File: src/hdl/phme_pkg.sv
// Shared types and constants for the plugin header master-name extractor.
package phme_pkg;

    localparam logic [31:0] SIG_FIRST  = 32'h5445_5333;
    localparam logic [31:0] SIG_SECOND = 32'h5445_5334;
    localparam logic [31:0] TYPE_MAST  = 32'h4D41_5354;

    localparam logic [4:0] HDR_LEN_FIRST  = 5'd12;
    localparam logic [4:0] HDR_LEN_SECOND = 5'd20;
    localparam logic [3:0] SUB_HDR_FIRST  = 4'd8;
    localparam logic [3:0] SUB_HDR_SECOND = 4'd6;

    // Result queue depth; must be a power of two.
    localparam int QUEUE_DEPTH = 2;
    localparam int QPTR_W      = $clog2(QUEUE_DEPTH);

    localparam logic [1:0] ST_COMPLETE     = 2'd0;
    localparam logic [1:0] ST_TRUNCATED    = 2'd1;
    localparam logic [1:0] ST_UNRECOGNIZED = 2'd2;

    typedef enum logic [2:0] {
        PH_SIG,
        PH_HEADER,
        PH_SUBHDR,
        PH_PAYLOAD,
        PH_SKIP,
        PH_TRAIL,
        PH_UNKNOWN
    } phase_t;

    typedef struct packed {
        logic [7:0] name_byte;
        logic       name_byte_valid;
        logic       name_end;
        logic       parse_done;
        logic [1:0] parse_status;
    } result_t;

endpackage

File: src/hdl/phme_if.sv
// Channel interfaces for file bytes in and name results out.
interface phme_in_if;
    logic       valid;
    logic       ready;
    logic [7:0] data_byte;
    logic       end_of_file;

    modport source (output valid, output data_byte, output end_of_file, input ready);
    modport sink   (input valid, input data_byte, input end_of_file, output ready);
endinterface

interface phme_out_if;
    logic       valid;
    logic       ready;
    logic [7:0] name_byte;
    logic       name_byte_valid;
    logic       name_end;
    logic       parse_done;
    logic [1:0] parse_status;

    modport source (output valid, output name_byte, output name_byte_valid,
                    output name_end, output parse_done, output parse_status,
                    input ready);
    modport sink   (input valid, input name_byte, input name_byte_valid,
                    input name_end, input parse_done, input parse_status,
                    output ready);
endinterface

File: src/hdl/phme_front.sv
// Front part: accepts file bytes, walks signature, header and subrecords.
module phme_front
(
    input  logic             clk,
    input  logic             rst_n,
    phme_in_if.sink          file_bytes,
    input  logic             queue_full,
    output logic             push,
    output phme_pkg::result_t push_data
);

    phme_pkg::phase_t phase_reg, phase_next;
    logic [4:0]  hdr_cnt_reg, hdr_cnt_next;
    logic        layout_reg, layout_next;
    logic [31:0] sig_reg, sig_next;
    logic [31:0] region_size_reg, region_size_next;
    logic [32:0] region_pos_reg, region_pos_next;
    logic [31:0] sub_type_reg, sub_type_next;
    logic [31:0] sub_size_reg, sub_size_next;
    logic [2:0]  sub_cnt_reg, sub_cnt_next;
    logic [31:0] payload_left_reg, payload_left_next;
    logic        nul_reg, nul_next;
    logic        master_reg, master_next;

    logic        accept;
    logic [4:0]  hdr_cnt_inc;
    logic [4:0]  hdr_len;
    logic [3:0]  sub_cnt_inc;
    logic [3:0]  sub_len;
    logic [32:0] pos_inc;
    logic [33:0] sub_end;
    logic [31:0] left_dec;
    logic [7:0]  b;
    phme_pkg::result_t res;

    assign b               = file_bytes.data_byte;
    assign file_bytes.ready = !queue_full;
    assign accept          = file_bytes.valid && !queue_full;
    assign hdr_cnt_inc     = hdr_cnt_reg + 5'd1;
    assign hdr_len         = layout_reg ? phme_pkg::HDR_LEN_SECOND : phme_pkg::HDR_LEN_FIRST;
    assign sub_cnt_inc     = {1'b0, sub_cnt_reg} + 4'd1;
    assign sub_len         = layout_reg ? phme_pkg::SUB_HDR_SECOND : phme_pkg::SUB_HDR_FIRST;
    assign pos_inc         = region_pos_reg + 33'd1;
    assign left_dec        = payload_left_reg - 32'd1;
    // Subrecord end, computed without wrap-around.
    assign sub_end         = {1'b0, pos_inc} + {2'b00, sub_size_next};

    always_ff @(posedge clk or negedge rst_n)
    begin
        if (!rst_n)
        begin
            phase_reg        <= phme_pkg::PH_SIG;
            hdr_cnt_reg      <= '0;
            layout_reg       <= 1'b0;
            sig_reg          <= '0;
            region_size_reg  <= '0;
            region_pos_reg   <= '0;
            sub_type_reg     <= '0;
            sub_size_reg     <= '0;
            sub_cnt_reg      <= '0;
            payload_left_reg <= '0;
            nul_reg          <= 1'b0;
            master_reg       <= 1'b0;
        end
        else
        begin
            phase_reg        <= phase_next;
            hdr_cnt_reg      <= hdr_cnt_next;
            layout_reg       <= layout_next;
            sig_reg          <= sig_next;
            region_size_reg  <= region_size_next;
            region_pos_reg   <= region_pos_next;
            sub_type_reg     <= sub_type_next;
            sub_size_reg     <= sub_size_next;
            sub_cnt_reg      <= sub_cnt_next;
            payload_left_reg <= payload_left_next;
            nul_reg          <= nul_next;
            master_reg       <= master_next;
        end
    end

    always_comb
    begin
        phase_next        = phase_reg;
        hdr_cnt_next      = hdr_cnt_reg;
        layout_next       = layout_reg;
        sig_next          = sig_reg;
        region_size_next  = region_size_reg;
        region_pos_next   = region_pos_reg;
        sub_type_next     = sub_type_reg;
        sub_size_next     = sub_size_reg;
        sub_cnt_next      = sub_cnt_reg;
        payload_left_next = payload_left_reg;
        nul_next          = nul_reg;
        master_next       = master_reg;
        res               = '0;

        // Assemble the subrecord size one byte at a time, low byte first.
        if (phase_reg == phme_pkg::PH_SUBHDR && sub_cnt_reg[2])
        begin
            sub_size_next = ((sub_cnt_reg[1:0] == 2'd0) ? 32'd0 : sub_size_reg)
                          | ({24'd0, b} << {sub_cnt_reg[1:0], 3'b000});
        end

        if (accept)
        begin
            unique case (phase_reg)
                phme_pkg::PH_SIG:
                begin
                    sig_next = {sig_reg[23:0], b};
                    if (hdr_cnt_inc == 5'd4)
                    begin
                        hdr_cnt_next = '0;
                        if (sig_next == phme_pkg::SIG_FIRST)
                        begin
                            layout_next = 1'b0;
                            phase_next  = phme_pkg::PH_HEADER;
                        end
                        else if (sig_next == phme_pkg::SIG_SECOND)
                        begin
                            layout_next = 1'b1;
                            phase_next  = phme_pkg::PH_HEADER;
                        end
                        else
                        begin
                            phase_next = phme_pkg::PH_UNKNOWN;
                        end
                    end
                    else
                    begin
                        hdr_cnt_next = hdr_cnt_inc;
                    end
                end
                phme_pkg::PH_HEADER:
                begin
                    if (hdr_cnt_reg < 5'd4)
                    begin
                        region_size_next = region_size_reg
                                         | ({24'd0, b} << {hdr_cnt_reg[1:0], 3'b000});
                    end
                    if (hdr_cnt_inc >= hdr_len)
                    begin
                        hdr_cnt_next    = '0;
                        region_pos_next = '0;
                        sub_cnt_next    = '0;
                        phase_next      = (region_size_next == 32'd0) ?
                                          phme_pkg::PH_TRAIL : phme_pkg::PH_SUBHDR;
                    end
                    else
                    begin
                        hdr_cnt_next = hdr_cnt_inc;
                    end
                end
                phme_pkg::PH_SUBHDR,
                phme_pkg::PH_PAYLOAD,
                phme_pkg::PH_SKIP:
                begin
                    if (phase_reg == phme_pkg::PH_SUBHDR)
                    begin
                        if (!sub_cnt_reg[2])
                        begin
                            sub_type_next = {sub_type_reg[23:0], b};
                        end
                        if (sub_cnt_inc >= sub_len)
                        begin
                            sub_cnt_next = '0;
                            if (sub_end > {2'b00, region_size_reg})
                            begin
                                phase_next = phme_pkg::PH_SKIP;
                            end
                            else if (sub_size_next != 32'd0)
                            begin
                                payload_left_next = sub_size_next;
                                master_next       = (sub_type_reg == phme_pkg::TYPE_MAST);
                                nul_next          = 1'b0;
                                phase_next        = phme_pkg::PH_PAYLOAD;
                            end
                        end
                        else
                        begin
                            sub_cnt_next = sub_cnt_inc[2:0];
                        end
                    end
                    else if (phase_reg == phme_pkg::PH_PAYLOAD)
                    begin
                        if (master_reg)
                        begin
                            if (b == 8'd0)
                            begin
                                nul_next = 1'b1;
                            end
                            else if (!nul_reg)
                            begin
                                res.name_byte       = b;
                                res.name_byte_valid = 1'b1;
                            end
                        end
                        payload_left_next = left_dec;
                        if (left_dec == 32'd0)
                        begin
                            res.name_end = master_reg;
                            master_next  = 1'b0;
                            phase_next   = phme_pkg::PH_SUBHDR;
                        end
                    end
                    region_pos_next = pos_inc;
                    if (pos_inc >= {1'b0, region_size_reg})
                    begin
                        phase_next = phme_pkg::PH_TRAIL;
                    end
                end
                phme_pkg::PH_TRAIL,
                phme_pkg::PH_UNKNOWN:
                begin
                    // drop the byte
                end
                default:
                begin
                    phase_next = phme_pkg::PH_SIG;
                end
            endcase

            if (file_bytes.end_of_file)
            begin
                res.parse_done = 1'b1;
                if (phase_next == phme_pkg::PH_TRAIL)
                    res.parse_status = phme_pkg::ST_COMPLETE;
                else if (phase_next == phme_pkg::PH_UNKNOWN)
                    res.parse_status = phme_pkg::ST_UNRECOGNIZED;
                else
                    res.parse_status = phme_pkg::ST_TRUNCATED;

                // Start the next file from a clean state.
                phase_next        = phme_pkg::PH_SIG;
                hdr_cnt_next      = '0;
                layout_next       = 1'b0;
                sig_next          = '0;
                region_size_next  = '0;
                region_pos_next   = '0;
                sub_type_next     = '0;
                sub_size_next     = '0;
                sub_cnt_next      = '0;
                payload_left_next = '0;
                nul_next          = 1'b0;
                master_next       = 1'b0;
            end
        end
        else
        begin
            sub_size_next = sub_size_reg;
        end
    end

    assign push      = accept && (res.name_byte_valid || res.name_end || res.parse_done);
    assign push_data = res;

endmodule

File: src/hdl/phme_queue.sv
// Back part: short result queue whose head drives the output channel.
module phme_queue
(
    input  logic              clk,
    input  logic              rst_n,
    input  logic              push,
    input  phme_pkg::result_t push_data,
    output logic              full,
    phme_out_if.source        names
);

    phme_pkg::result_t           mem [phme_pkg::QUEUE_DEPTH];
    logic [phme_pkg::QPTR_W-1:0] wr_ptr_reg, wr_ptr_next;
    logic [phme_pkg::QPTR_W-1:0] rd_ptr_reg, rd_ptr_next;
    logic [phme_pkg::QPTR_W:0]   count_reg, count_next;
    logic                        pop;
    phme_pkg::result_t           head;

    assign full = (count_reg == (phme_pkg::QPTR_W + 1)'(phme_pkg::QUEUE_DEPTH));
    assign pop  = names.valid && names.ready;
    assign head = mem[rd_ptr_reg];

    assign names.valid           = (count_reg != '0);
    assign names.name_byte       = head.name_byte;
    assign names.name_byte_valid = head.name_byte_valid;
    assign names.name_end        = head.name_end;
    assign names.parse_done      = head.parse_done;
    assign names.parse_status    = head.parse_status;

    always_comb
    begin
        wr_ptr_next = push ? wr_ptr_reg + 1'b1 : wr_ptr_reg;
        rd_ptr_next = pop  ? rd_ptr_reg + 1'b1 : rd_ptr_reg;
        count_next  = count_reg;
        if (push && !pop)
            count_next = count_reg + 1'b1;
        else if (pop && !push)
            count_next = count_reg - 1'b1;
    end

    always_ff @(posedge clk or negedge rst_n)
    begin
        if (!rst_n)
        begin
            wr_ptr_reg <= '0;
            rd_ptr_reg <= '0;
            count_reg  <= '0;
        end
        else
        begin
            wr_ptr_reg <= wr_ptr_next;
            rd_ptr_reg <= rd_ptr_next;
            count_reg  <= count_next;
        end
    end

    always_ff @(posedge clk)
    begin
        if (push)
            mem[wr_ptr_reg] <= push_data;
    end

endmodule

File: src/hdl/plugin_header_master_extractor_top.sv
// Results: the result a byte causes is registered in the result queue and offered from its head.
// Throughput: one file byte per cycle; the front stalls only when the result
// queue (two entries) is full because the output side is holding off.
// Reset: rst_n clears the parser to the signature phase and empties the queue.
// After a byte marked end_of_file the parser returns to that state by itself.
module plugin_header_master_extractor_top
(
    input  logic       clk,
    input  logic       rst_n,
    phme_in_if.sink    file_bytes,
    phme_out_if.source names
);

    logic              push;
    logic              full;
    phme_pkg::result_t push_data;

    phme_front u_front
    (
        .clk        (clk),
        .rst_n      (rst_n),
        .file_bytes (file_bytes),
        .queue_full (full),
        .push       (push),
        .push_data  (push_data)
    );

    phme_queue u_queue
    (
        .clk       (clk),
        .rst_n     (rst_n),
        .push      (push),
        .push_data (push_data),
        .full      (full),
        .names     (names)
    );

endmodule

File: src/flat_wrapper.sv
// flat-port wrapper written by rule: the top's interface ports become plain ports
module plugin_header_master_extractor_top_flat 
  (clk, rst_n, file_bytes_valid, file_bytes_data_byte, file_bytes_end_of_file, file_bytes_ready, names_valid, names_name_byte, names_name_byte_valid, names_name_end, names_parse_done, names_parse_status, names_ready);
  phme_in_if file_bytes_i ();
  phme_out_if names_i ();
  input  logic clk;
  input  logic rst_n;
  input wire logic [$bits(file_bytes_i.valid)-1:0] file_bytes_valid;
  input wire logic [$bits(file_bytes_i.data_byte)-1:0] file_bytes_data_byte;
  input wire logic [$bits(file_bytes_i.end_of_file)-1:0] file_bytes_end_of_file;
  output wire logic [$bits(file_bytes_i.ready)-1:0] file_bytes_ready;
  output wire logic [$bits(names_i.valid)-1:0] names_valid;
  output wire logic [$bits(names_i.name_byte)-1:0] names_name_byte;
  output wire logic [$bits(names_i.name_byte_valid)-1:0] names_name_byte_valid;
  output wire logic [$bits(names_i.name_end)-1:0] names_name_end;
  output wire logic [$bits(names_i.parse_done)-1:0] names_parse_done;
  output wire logic [$bits(names_i.parse_status)-1:0] names_parse_status;
  input wire logic [$bits(names_i.ready)-1:0] names_ready;
  assign file_bytes_i.valid = file_bytes_valid;
  assign file_bytes_i.data_byte = file_bytes_data_byte;
  assign file_bytes_i.end_of_file = file_bytes_end_of_file;
  assign file_bytes_ready = file_bytes_i.ready;
  assign names_valid = names_i.valid;
  assign names_name_byte = names_i.name_byte;
  assign names_name_byte_valid = names_i.name_byte_valid;
  assign names_name_end = names_i.name_end;
  assign names_parse_done = names_i.parse_done;
  assign names_parse_status = names_i.parse_status;
  assign names_i.ready = names_ready;
  plugin_header_master_extractor_top u_core (.clk(clk), .rst_n(rst_n), .file_bytes(file_bytes_i), .names(names_i));
endmodule
File: config.mk
export PLATFORM = sky130hd
export DESIGN_NAME = plugin_header_master_extractor_top_flat
export DESIGN_NICKNAME = d
export VERILOG_FILES = /design/src/hdl/phme_pkg.sv /design/src/hdl/phme_if.sv /design/src/hdl/phme_front.sv /design/src/hdl/phme_queue.sv /design/src/hdl/plugin_header_master_extractor_top.sv /design/src/flat_wrapper.sv
export SDC_FILE = /design/constraint.sdc
export NUM_CORES = 1
export LEC_CHECK = 0
export ABC_AREA = 1
export BUFFER_PORTS_ARGS = -buffer_cell sky130_fd_sc_hd__buf_2
export CELL_PAD_IN_SITES_DETAIL_PLACEMENT = 1
export CELL_PAD_IN_SITES_GLOBAL_PLACEMENT = 2
export CORE_MARGIN = 1
export CORE_UTILIZATION = 41
export CTS_BUF_LIST = sky130_fd_sc_hd__clkbuf_8 sky130_fd_sc_hd__clkbuf_16
export DETAILED_ROUTE_END_ITERATION = 8
export HOLD_SLACK_MARGIN = 0.15
export PLACE_DENSITY = 0.9
export SLEW_MARGIN = 20
export SYNTH_ARGS = -nofsm -noshare
export SYNTH_HDL_FRONTEND = slang
export SYNTH_HIERARCHICAL = 1
export SYNTH_SLANG_ARGS = --single-unit
File: constraint.sdc
create_clock -name clk -period 8.7 [get_ports clk]
set_input_delay 0.87 -clock clk [delete_from_list [all_inputs] [get_ports clk]]
set_output_delay 0.87 -clock clk [all_outputs]
set_load 0.005 [all_outputs]
==> flow_summary.yaml <==
outcome:
  status: "complete, no violations"
global_routing:
  grt.overflow.total: 0
  use_met1_pct: 37.3
  busiest_layer: "met2"
  grtUsageMet3_pct: 3.22
  grt_pass1_vias: 16100
  grt_pass1_wl_mm: 88.9
  met2_usage_pct: 49.3
  antenna_found_initial: 1
  grtUsageTotal_pct: 29.1
  grt_max_degree: 74
clock_network:
  clock_latency_ps: 580
  holdBufCountCts: 0
  post_cts_buffers: 0
  ctsRootBufferMaster: "clkbuf_16"
  cts_tree: "done"
  cts.sinks: 229
  clk_pin_slew_ps: 70
  cts-buffers-inserted: 28
  cts_resized: 0
  clock_path_buffers: 3
  h-tree-depth: 1
sta:
  fin_tns_setup_ps: 0
  hold_violations: 0
  period_needed_ps: 7180
  setup_violations: 0
  post-route-period-util_pct: 82.5
  tightestPinTransition_ps: 1030
  fin_worst_skew_ps: 21.5
  rsz0062_at_grt: "false"
  slew_violations: 0
  layout_setup_ws_ps: 1520
  slew_headroom_pct: 31.4
  fmax_ghz: 0.139
layout:
  drive_gt1_share_pct: 5.28
  fillers: 4845
  layout_commonest_cell: "nand2_1"
  finalNetCount: 2281
  area.sequential_um2: 5860
  layout_common_cells: "nand2_1 (509), inv_1 (319), dfrtp_1 (203)"
  area_growth_pct: 9.71
  largest_register_ffs: 33
  multi_input_area_um2: 8440
  fin_util_pct: 45.9
floorplanning:
  core_um2: 37800
  start_util_pct: 41.9
  io_pins: 28
  die_y_um: 199
  dieArea_um2: 39400
  fp-row-count: 71
  die_w_um: 199
worst_setup_path:
  cp.arrival_ps: 7670
  cp.required_ps: 9190
  cp-start-kind: "flip-flop"
  reg2regPathDepth: 32
  crit_type: "flip-flop to flip-flop"
  cp_max_fo: 50
  r2r_slack_ps: 1520
  max_stage_delay_ps: 690
  crit_start: "u_core/u_front/sub_cnt_reg[0]$_DFFE_PN0P_"
  worstSetupEndpointType: "flip-flop"
  critPathMostFrequentCell: "nand2_1"
  worstReg2RegStart: "u_core/u_front/sub_cnt_reg[0]$_DFFE_PN0P_"
  cp_slowest_cell: "inv_2"
  r2r-end: "u_core/u_front/nul_reg$_DFFE_PN0P_"
synthesis:
  ys_seq_area_share_pct: 37.0
  synth_warnings: 6
  syn_area_per_cell_um2: 7.33
  synth_nets: 2286
  ys_seq_elements: 229
  netlist_area_um2: 15800
  synth-main-ff-cell: "dfrtp_1"
  synth_edf_count: 26
  synth_cell_types: 49
  synth-async-reset-ratio_pct: 88.6
  synth_top_area_share_pct: 32.1
  netlist_instances: 2163
  yosysTopAreaCell: "dfrtp_1"
  synth_area_leaders: "dfrtp_1 (32%), nand2_1 (12%), ha_1 (8.6%)"
drt:
  vias_per_cell: 5.65
  ant_nets: 0
  first_pass_iters: 5
  route.detailed.drc: 0
  avgRoutedWirePerCell_um: 20.6
  wirelength_mm: 55.4
  vias: 15200
  first_iter_violations: 855
pwr:
  peakVddDrop_mv: 0.120
  p_per_area_nw_per_um2: 241
  power.leakage_nw: 8.72
placed_design:
  globalplace.congestion: 0.933
  dp_hpwl_mm: 42.7
  post-place-ws_ps: 1280
  port_buffers: 27
hold_path:
  hold_class: "input port to async pin"
job:
  cap_violations: 0
critical path: cells and delay by family, from the launching register on:
family	cells	cell delay, ps
adder cells (fa/ha/maj)	4	1310
AO/OA/AOI/OAI	11	2190
XOR/XNOR	1	200
AND/OR/NAND/NOR	13	1630
buffers and inverters	3	1130
flip-flops	1	590
metrics by stage:
stage | hold WS, ps | total power (W) | area [µm²] | std cells
final | 297 | 0.00419 | 17400 | 2692
after global routing | 340 | 0.00448 | 17400 | 2691
after CTS | 317 | 0.00421 | 17400 | 2691
after detailed placement | 484 | 0.00296 | 16400 | 2639
after global placement | 453 | 0.00292 | 16400 | 2638
after floorplan | 442 | 0.00246 | 15800 | 2163
how the worst max path moves through the flow:
| stage | end | slack [ps] | cells past startpoint |
|---|---|---|---|
| 2_1_floorplan | u_core/u_queue/mem[0][0]$_DFFE_PP_ | 3280 | 35 |
| 3_3_place_gp | u_core/u_front/nul_reg$_DFFE_PN0P_ | 1580 | 32 |
| 3_5_place_dp | u_core/u_front/nul_reg$_DFFE_PN0P_ | 1280 | 32 |
| 4_1_cts | u_core/u_front/nul_reg$_DFFE_PN0P_ | 1340 | 32 |
| 5_1_grt | u_core/u_front/payload_left_reg[31]$_DFFE_PN0P_ | 1000 | 32 |
| 6_report | u_core/u_front/nul_reg$_DFFE_PN0P_ | 1520 | 32 |
area by class of cell:
cell class / count / area share (%)
flip-flops and latches: 229 / 33.7
multi-input cells: 1533 / 48.5
inverters: 328 / 7.08
well taps: 511 / 3.68
clock inverters: 19 / 1.15
repair buffers: 38 / 1.35
diodes: 1 / 0.0144
clock buffers: 33 / 4.49
routing by layer:
layer  wire [µm]  share of wire, %
met5           0                 0
met3        2190               3.9
met4        2770               5.0
met1       24300                44
met2       26200                47
logic make-up after synthesis:
| family | after synthesis | synth area share [%] |
|---|---|---|
| compound gates | 427 | 15.7 |
| flops | 229 | 37.0 |
| buf+inv | 401 | 9.95 |
| simple gates | 920 | 24.5 |
| fa+ha+maj | 110 | 8.73 |
| xor+xnor | 76 | 4.20 |
Yosys cell counts (4+ instances only):
cell type and n:
nor2_2 7, nand4_1 43, ha_1 109, inv_1 318, a21oi_1 63, nand2_1 509
xor2_1 61, nand3_1 122, inv_2 4, nor3_1 14, buf_2 11, o22ai_1 173
a41oi_1 5, clkbuf_1 49, o21ai_1 48, xnor2_1 15, a31oi_1 5, a21o_1 8
buf_4 5, o21ai_0 100, o211ai_1 4, dfrtp_1 203, nor4_1 23, clkinv_1 6
buf_6 5, edfxtp_1 26, nor2_1 187
power breakdown:
group / leakage [nW] / switching (W) / total (W) / internal (W)
Clock: 0.472 / 0.000521 / 0.00123 / 0.000708
Combinational: 5.20 / 0.00111 / 0.00160 / 0.000491
Sequential: 3.05 / 0.000156 / 0.00136 / 0.00120
(Power assumes the default switching activity.)
